$ cat config.mk
export PLATFORM = sky130hd
export DESIGN_NAME = ssq_cell
export DESIGN_NICKNAME = d
export VERILOG_FILES = /design/src/rtl/ssq_pkg.sv /design/src/rtl/ssq_cell.sv
export SDC_FILE = /design/constraint.sdc
export NUM_CORES = 1
export LEC_CHECK = 0
export ABC_AREA = 1
export BUFFER_PORTS_ARGS = -buffer_cell sky130_fd_sc_hd__buf_2
export CAP_MARGIN = 20
export CORE_UTILIZATION = 43
export DETAILED_ROUTE_END_ITERATION = 6
export GPL_TIMING_DRIVEN = 0
export MAX_ROUTING_LAYER = met4
export PLACE_DENSITY_LB_ADDON = 0.05
export SLEW_MARGIN = 20
export SYNTH_ARGS = -nofsm -noshare
export SYNTH_HDL_FRONTEND = slang
export SYNTH_SLANG_ARGS = --single-unit
$ cat constraint.sdc
create_clock -name clk -period 4.2 [get_ports clk]
set_input_delay 0 -clock clk [delete_from_list [all_inputs] [get_ports clk]]
set_output_delay 0 -clock clk [all_outputs]
set_load 0.01 [all_outputs]
$ cat src/rtl/ssq_pkg.sv
`default_nettype none

package ssq_pkg;

  // fixed field widths of one beat
  localparam int TAG_W   = 16;
  localparam int AGE_W   = 8;
  localparam int PRIO_W  = 4;
  localparam int STAT_W  = 2;
  localparam int OCC_W   = 8;

  // defaults for the top level parameters
  localparam int DEPTH_DEFAULT     = 128;
  localparam int PRIO_BITS_DEFAULT = 4;

  // operation codes on the mode field
  localparam logic MODE_INSERT = 1'b0;
  localparam logic MODE_REMOVE = 1'b1;

  // status codes on the result
  localparam logic [STAT_W-1:0] ST_INSERTED = 2'd0;
  localparam logic [STAT_W-1:0] ST_FULL     = 2'd1;
  localparam logic [STAT_W-1:0] ST_REMOVED  = 2'd2;
  localparam logic [STAT_W-1:0] ST_EMPTY    = 2'd3;

  // record fields that do not depend on the priority width
  typedef struct packed {
    logic [TAG_W-1:0] tag;
    logic [AGE_W-1:0] age;
  } payload_t;

  // per-cycle command broadcast to every cell
  typedef struct packed {
    logic ins;
    logic rem;
  } cell_ctrl_t;

endpackage

`default_nettype wire

$ cat src/rtl/ssq_cell.sv
`default_nettype none

module ssq_cell #(
  parameter int PRIO_BITS = ssq_pkg::PRIO_BITS_DEFAULT
) (
  input  wire                      clk,
  input  wire ssq_pkg::cell_ctrl_t ctrl,
  input  wire                      occ,
  input  wire                      left_gt,
  input  wire ssq_pkg::payload_t   new_pl,
  input  wire [PRIO_BITS-1:0]      new_prio,
  input  wire ssq_pkg::payload_t   left_pl,
  input  wire [PRIO_BITS-1:0]      left_prio,
  input  wire ssq_pkg::payload_t   right_pl,
  input  wire [PRIO_BITS-1:0]      right_prio,
  output ssq_pkg::payload_t        pl,
  output logic [PRIO_BITS-1:0]     prio,
  output logic                     gt
);

  // held record ranks behind the incoming one
  assign gt = occ && (prio > new_prio);

  // insert shifts down behind the new record, remove shifts up
  always_ff @(posedge clk) begin
    if (ctrl.ins) begin
      if (left_gt) begin
        pl   <= left_pl;
        prio <= left_prio;
      end else if (gt || !occ) begin
        pl   <= new_pl;
        prio <= new_prio;
      end
    end else if (ctrl.rem) begin
      pl   <= right_pl;
      prio <= right_prio;
    end
  end

endmodule

`default_nettype wire

== Word level (Yosys, flattened, before mapping) ==
Index checks and enable logic that the tools add are counted.

* Logic and storage cells: 18
* Output and inout port bits: 29
* Bits of input ports: 89
* Flip-flop bits (word level): 28

* Magnitude comparators: 1
* Eq/ne operators: 1
* Reductions and logical operators: 5
* Multiplexer cells: 8

{| class="wikitable"
|+ Operators with widths
! operator !! count
|-
| two-way mux 24 bit || 4
|-
| two-way mux 4 bit || 4
|-
| greater-than comparator 4 bit || 1
|-
| != test 3 x 1 -> 1 bit, second input constant || 1
|-
| AND reduction 2 bit || 1
|-
| nonzero test 2 bit || 1
|-
| logical AND 1 bit || 1
|-
| logical NOT 1 bit || 1
|-
| logical OR 1 bit || 1
|}

== Longest topological paths before layout ==
Gate-level depths: netlist (run 1).

* Depth in word-level cells: 6
* Gate-level depth with buffers: 9
* Gate-level depth less buffers: 9

== Worst setup path after synthesis (run 1) ==
OpenSTA, ideal clock, no wires.

* Kind: register -> register
* Start: register prio[3]
* End: register pl[0] (netlist name), enable pin
* Setup slack: 1.400 ns
* Arrival time: 2.377 ns
* Setup time: 0.422 ns
* Period minus slack after synthesis: 2.800 ns
* Stages on the path, launching flop included: 8
* Data required time: 3.778 ns
* Path buffers: 0
* Cell sequence: edfxtp_1 > ha_1 > nand2_1 > inv_1 > nand2_1 > nand2_1 > nand2_1 > a21oi_1

* Longest elaborated chain between the ends: 5

{| class="wikitable"
|+ RTL lines
! what !! RTL line !! source
|-
| start: declaration || ssq_cell.sv:17 || <nowiki>output logic [PRIO_BITS-1:0] prio,</nowiki>
|-
| start signal: assignment || ssq_cell.sv:29 || <nowiki>prio <= left_prio;</nowiki>
|-
| start signal: assignment || ssq_cell.sv:32 || <nowiki>prio <= new_prio;</nowiki>
|-
| start signal: assignment || ssq_cell.sv:36 || <nowiki>prio <= right_prio;</nowiki>
|-
| greater-than comparator 4 bit || ssq_cell.sv:22 || <nowiki>assign gt = occ && (prio > new_prio);</nowiki>
|-
| logical AND 1 bit || ssq_cell.sv:22 ||
|-
| logical OR 1 bit || ssq_cell.sv:30 || <nowiki>end else if (gt || !occ) begin</nowiki>
|-
| != test 3 x 1 -> 1 bit (no source line) || n/a ||
|-
| AND reduction 2 bit (no source line) || n/a ||
|-
| end signal: assignment || ssq_cell.sv:28 || <nowiki>pl <= left_pl;</nowiki>
|-
| end signal: assignment || ssq_cell.sv:31 || <nowiki>pl <= new_pl;</nowiki>
|-
| end signal: assignment || ssq_cell.sv:35 || <nowiki>pl <= right_pl;</nowiki>
|-
| end: declaration || ssq_cell.sv:16 || <nowiki>output ssq_pkg::payload_t pl,</nowiki>
|}

Every way passes these cells.
A chain may end at the register's enable or synchronous reset.

== Final worst setup path (run 1) ==
* Start: register prio[1]
* End: register pl[18] (netlist name), enable pin

The elaborated chain is that of the path after synthesis.

==> results by group, run 1 <==
Clock tree
  – Worst skew pair latency: around 330 ps
  – CTS tree: yes
  – Clock Path Buffers: 2
  – TritonCTS Buffers: 3
  – CTS Root Cell: clkbuf_4
  – CTS sink cnt: 28
  – Clk pin slew, worst setup/hold paths: around 150 ps
  – H-tree lvl count: 1

Global route
  – Initial antenna violation count: 0
  – Gr ovfl total: 0
  – Total track usage: 26.7%
  – First-pass GRT wire length: 7840 µm
  – Largest net degree at the start of global routing: 17
  – Vias in the first global route: 1,780

Final layout
  – Area grow syn2layout: 72.8%
  – Diodes inserted: 0
  – Fin util: between 70% and 80%
  – Final net count: 434
  – Finished Layout Cells: 386
  – Share of layout cells above drive strength 1: 39.1%
  – Finished Cell Area: 0.00270 mm²

Synth
  – Adder-cell share of the synthesized area: 3.20%
  – Synth area leaders: edfxtp_1, o21ai_0, nand2_1, nor2_1, o21ai_1
  – Cell variety after synth: 16
  – XOR/XNOR Fraction of Synth Area: 0%
  – Gate count of the mapped netlist: around 180
  – Largest family of logic cells by synthesized area: compound AO/OA/AOI/OAI gates
  – Mapped Nets: 270
  – Post-synthesis mux area share: 0%
  – Netlist Area Pre-Place: 0.00156 mm²
  – Seq cells post-synth: 28
  – Largest area contributor in the netlist: edfxtp_1
  – Simple-Gate Fraction of Synth Area: between 10% and 20%
  – Syn Area/Cell: slightly below 9 µm²
  – Top-area cell type share of the netlist area: a little over half
  – Compound-Gate Fraction of Synth Area: 18.6%
  – Total of warnings raised by yosys: 0
  – Sequential area share after synthesis: 53.8%

Die
  – Die Width: 62.3 µm
  – Initial Utilization: between 40% and 50%
  – Num rows: 21
  – Full die area: roughly 0.0039 mm²
  – Core area: 0.00342 mm²
  – Die height: 62.3 µm
  – I/O Pins: 118

Setup path
  – Setup crit start: prio[1]
  – Nature of the critical path startpoint: flop
  – Worst EP arrival: 2020 ps
  – R2R Path End: pl[18]
  – Worst Setup End Kind: flop
  – Setup CP Type: flop to flop
  – Maximum net fanout on the critical path: 16
  – RR Startpoint: prio[1]
  – Worst reg2reg path depth: 8
  – R2R Setup Slk: 2230 ps
  – WP data required: 4250 ps

Timing
  – Final hold vios: 0
  – Min Tclk post-route: 1970 ps
  – RSZ-0062 raised after global routing: no
  – Final Slew Violations: 0
  – Worst-Margin Slew: about 470 ps
  – Setup violations, final: 0
  – Final worst setup slack: 2230 ps
  – Clock skew: 10.3 ps
  – Slew HR: 68.4%
  – Achievable Freq: 0.508 GHz
  – Fin crit share: a little under half
  – TNS Setup: 0 ps

Power and ir drop
  – Worst vdd ir: 0.000150 V
  – Flop pwr share: between 40% and 50%
  – P_int: 0.552 mW
  – Leakage power: 1.31 nW
  – Clock share of power: 23.7%
  – Pwr/cell area: 273 mW/mm²
  – Net switching component of the power: 0.186 mW
  – Sw Ratio: ~25%
  – Logic gate share of total power: between 20% and 30%

Worst hold path
  – Hold Crit Depth: 3
  – Worst Hold Path EP: pl[22]
  – Hold WC Path Type: input pin to flop
  – Hold_sp: right_pl[22]

Detailed routing
  – Number of DRC markers in iteration 0: 130
  – WL final: 4900 µm
  – Post-route ant nets: 0
  – Vias per cell: 4.70
  – Detailed-route via count: 1,814
  – DRT Pass-1 Iters: 4
  – Wire length per cell: 12.7 µm
  – DRC: 0

Outcome
  – Status: completed

Placed design
  – Routability cong.: approximately 0.8
  – Post-DP HPWL: 3090 µm
  – Pre-CTS worst setup slack: approximately 2200 ps
  – PortBufs: 116
  – Placed cell area: 0.00223 mm²
  – # placed instances: 340

Flow run
  – MaxCap Viol Count: 0
## what timing repair did
item,in CTS,in global routing
hold buffers,39,3
resized for setup,0,0
endpoints found under the hold margin,27,3
buffers inserted,0,0
## cells in the mapped netlist (all sizes together)
cell type	number
edfxtp	28
nor3	1
nor2	30
nand3	1
o21ai	56
clkbuf	3
a21oi	2
nand2	34
ha	4
buf	8
inv	10
## worst max path at each step
stage,end,slack [ps],cells past startpoint
3_3_place_gp,pl[11],840,7
2_1_floorplan,pl[0],1400,7
5_1_grt,pl[13],2080,8
4_1_cts,pl[14],2210,8
3_5_place_dp,pl[11],2220,8
6_report,pl[18],2230,8
## cells in the final DEF (no fill, tap or decap)
master / netlist / final
nor3_1: 1 / 1
nor2_1: 30 / 30
clkbuf_1: 1 / 1
buf_2: 1 / 117
o21ai_1: 20 / 20
inv_1: 9 / 9
o21ai_0: 36 / 36
nand2_1: 34 / 34
buf_8: 0 / 1
clkbuf_2: 2 / 2
a21oi_1: 2 / 1
buf_4: 3 / 3
edfxtp_1: 28 / 28
clkbuf_4: 0 / 3
buf_6: 4 / 4
ha_1: 4 / 4
dlygate4sd3_1: 0 / 42
nand3_1: 1 / 1
bufinv_16: 0 / 1
a21oi_4: 0 / 1
inv_8: 1 / 1
## power groups by stage
stage               registers (mW)  clock network, mW  logic (mW)
CTS                          0.352              0.180       0.206
finish                       0.352              0.175       0.210
global route                 0.355              0.193       0.232
detailed placement           0.359                  0       0.173
global placement             0.359                  0       0.165
floorplan                    0.378                  0      0.0650
## flip-flops by register name (all words and copies together), names as in the netlist
name / flops
prio: 4
pl: 24
## stage by stage
stage          power, mW  hold slack [ps]
3_3_place_gp       0.524              275
3_5_place_dp       0.531              284
4_1_cts            0.737           0.0163
5_1_grt            0.780             3.97
6_report           0.737             7.63
2_1_floorplan      0.443              109
## critical path, cell delays in order, from the launching register on
cell and delay, ps:
edfxtp_1 420, ha_1 310, nand2_1 60, nand2_1 60, nand2_1 40, nand2_1 50
nand2_1 90, a21oi_4 430, buf_8 230
## logic make-up after synthesis
family,after synthesis
adder cells (fa/ha/maj),4
AO/OA/AOI/OAI,58
AND/OR/NAND/NOR,66
flip-flops,28
buffers and inverters,21
## cell type report
class / count / area (µm²)
tap: 46 / 57.6
fill: 236 / 716
clock buffer: 3 / 22.5
sequential: 28 / 841
multi-input combinational: 128 / 602
buffer: 11 / 86.3
clock inverter: 1 / 30.0
inverter: 10 / 45.0
timing repair buffer: 159 / 1020
## layer usage
metal / wire, µm / vias to the layer above / part of all wire [%] / track usage, %
li1: - / 930 / - / -
met4: 129 / 0 / 2.6 / 11.6
met1: 2000 / 785 / 41 / 29.9
met3: 300 / 12 / 6.1 / 4.23
met2: 2470 / 87 / 50 / 47.0
met5: 0 / - / 0 / -
Power figures use the tool's default switching activity.
==> run 2: changes to the inputs <==
Settings changed: CORE_UTILIZATION 43 to 40.
Clock period 4.2 ns to 1.9 ns, I/O delays scaled along.
==> results by group, run 2 (same netlist as run 1, synthesis figures left out) <==
Global route
  – First-pass GRT wire length: 6530 µm
  – Largest net degree at the start of global routing: 16
  – Total track usage: between 20% and 30%
  – Vias in the first global route: 1,511
  – Initial antenna violation count: 0
  – Gr ovfl total: 0

Die
  – Num rows: 22
  – Die Width: 64.5 µm
  – I/O Pins: around 120
  – Full die area: 0.00416 mm²
  – Die height: about 65 µm
  – Core area: ~0.0037 mm²
  – Initial Utilization: approximately 42%

Setup path
  – Max incr delay on CP: 410 ps
  – WP data required: 1890 ps
  – Nature of the critical path startpoint: flop
  – Worst Setup End Kind: flop
  – Worst EP arrival: 1680 ps
  – RR Startpoint: prio[3]
  – Setup crit start: prio[3]
  – CP top delay family: flip-flops
  – CP Cell Sequence: ha_1 -> nand2_1 -> inv_1 -> nand2_1 -> nand2_1 -> nand2_2 -> a21oi_4 -> buf_12
  – Slowest cell on the critical path: edfxtp_1
  – Buf/Inv on CP: 2
  – Setup CP Type: flop to flop
  – Maximum net fanout on the critical path: 14
  – CP most frequent cell: nand2_1

Power and ir drop
  – Leakage power: 1.14 nW
  – Worst vdd ir: 0.000288 V
  – Pwr/cell area: 648 mW/mm²
  – Total power: around 1.5 mW

Clock tree
  – CTS tree: yes
  – Worst skew pair latency: approximately 270 ps
  – H-tree lvl count: 1
  – TritonCTS Buffers: 3
  – CTS Root Cell: clkbuf_8
  – CTS sink cnt: 28
  – Hold-fix buffers, CTS: 0
  – Clock Path Buffers: 2
  – Clk pin slew, worst setup/hold paths: 100 ps

Timing
  – Min Tclk post-route: 1690 ps
  – Setup violations, final: 0
  – Fin crit share: 88.8%
  – Final hold vios: 0
  – Worst-Margin Slew: between 600 and 700 ps
  – Achievable Freq: approximately 0.6 GHz
  – Clock skew: 5.86 ps
  – Slew HR: 53.9%
  – RSZ-0062 raised after global routing: no
  – Final Slew Violations: 0

Final layout
  – Final net count: 394
  – Commonest non-fill, non-tap cell in the layout: buf_2
  – Share of layout cells above drive strength 1: roughly 45%
  – Max reg flops: 24
  – Most frequent cells in the layout: buf_2, o21ai_0, nand2_1
  – Diodes inserted: 0
  – Area grow syn2layout: 48.4%
  – Top flop regs: pl x24, prio x4
  – Fin util: 62.4%
  – Most flops, register: pl

Detailed routing
  – Number of DRC markers in iteration 0: roughly 80
  – Vias per cell: 4.77
  – WL final: 4120 µm
  – Detailed-route via count: between 1,500 and 2,000
  – DRC: 0
  – DRT Pass-1 Iters: 4
  – Wire length per cell: 11.8 µm
  – Post-route ant nets: 0

Placed design
  – Post-DP HPWL: 3080 µm
  – PortBufs: 116
  – Routability cong.: 0.755

Worst hold path
  – Hold WC Path Type: input pin to flop
  – Hold_sp: right_pl[1]

Outcome
  – Status: completed

Flow run
  – MaxCap Viol Count: 0
run 2: final cells by class:
cell class	instances	area, µm²
Tap cell	48	60.1
Clock inverter	1	3.75
Fill cell	369	1400
Multi-Input combinational cell	129	621
Sequential cell	28	841
Inverter	10	45.0
Timing Repair Buffer	118	621
Buffer	11	86.3
Clock buffer	3	41.3
run 2: per-stage QoR:
| step | setup WS, ps | hold WS (ps) | cell area (µm²) | TNS [ps] | std cells |
|---|---|---|---|---|---|
| detailed placement | -224 | 286 | 2220 | -6250 | 341 |
| global placement | -207 | 280 | 2220 | -5780 | 341 |
| finish | 213 | 3.42 | 2320 | 0 | 348 |
| CTS | 39.7 | 2.46 | 2280 | 0 | 346 |
| floorplan | -33.4 | 109 | 1580 | -934 | 177 |
| global route | 146 | 13.8 | 2320 | 0 | 348 |
run 2: path summary, 6_finish.rpt:
kind	endpoint	slack [ps]	cells after the start
worst min-delay path	pl[1]	3	3
worst min register to register	pl[6]	1140	5
worst max-delay path	pl[21]	210	8
worst max register to register	pl[21]	210	8
run 2: worst min-delay path, delay by kind of cell:
kind	cells	cell delay, ps
AND/OR/NAND/NOR	1	40
AO/OA/AOI/OAI	1	60
buffers and inverters	1	70
run 2: timing repair:
item | in CTS | in global routing
pin swaps | 1 | 2
hold endpoints to repair | 0 | 0
cloned | 1 | 0
buffers inserted | 0 | 2
setup endpoints to repair | 28 | 28
resized for setup | 1 | 0
run 2: metal layers:
| metal | up-vias | track usage, % | share of wire [%] |
|---|---|---|---|
| met3 | 4 | 3.35 | 6.9 |
| met2 | 69 | 36.7 | 50 |
| met5 | - | - | 0 |
| met1 | 736 | 24.5 | 42 |
| li1 | 852 | - | - |
| met4 | 0 | 6.39 | 0.87 |
run 2: power breakdown:
group,leakage [nW],switching [mW],total [mW],internal [mW]
registers,0.286,0.0165,0.779,0.762
logic,0.831,0.211,0.399,0.188
clock network,0.0231,0.180,0.325,0.145
total,1.14,0.407,1.50,1.10
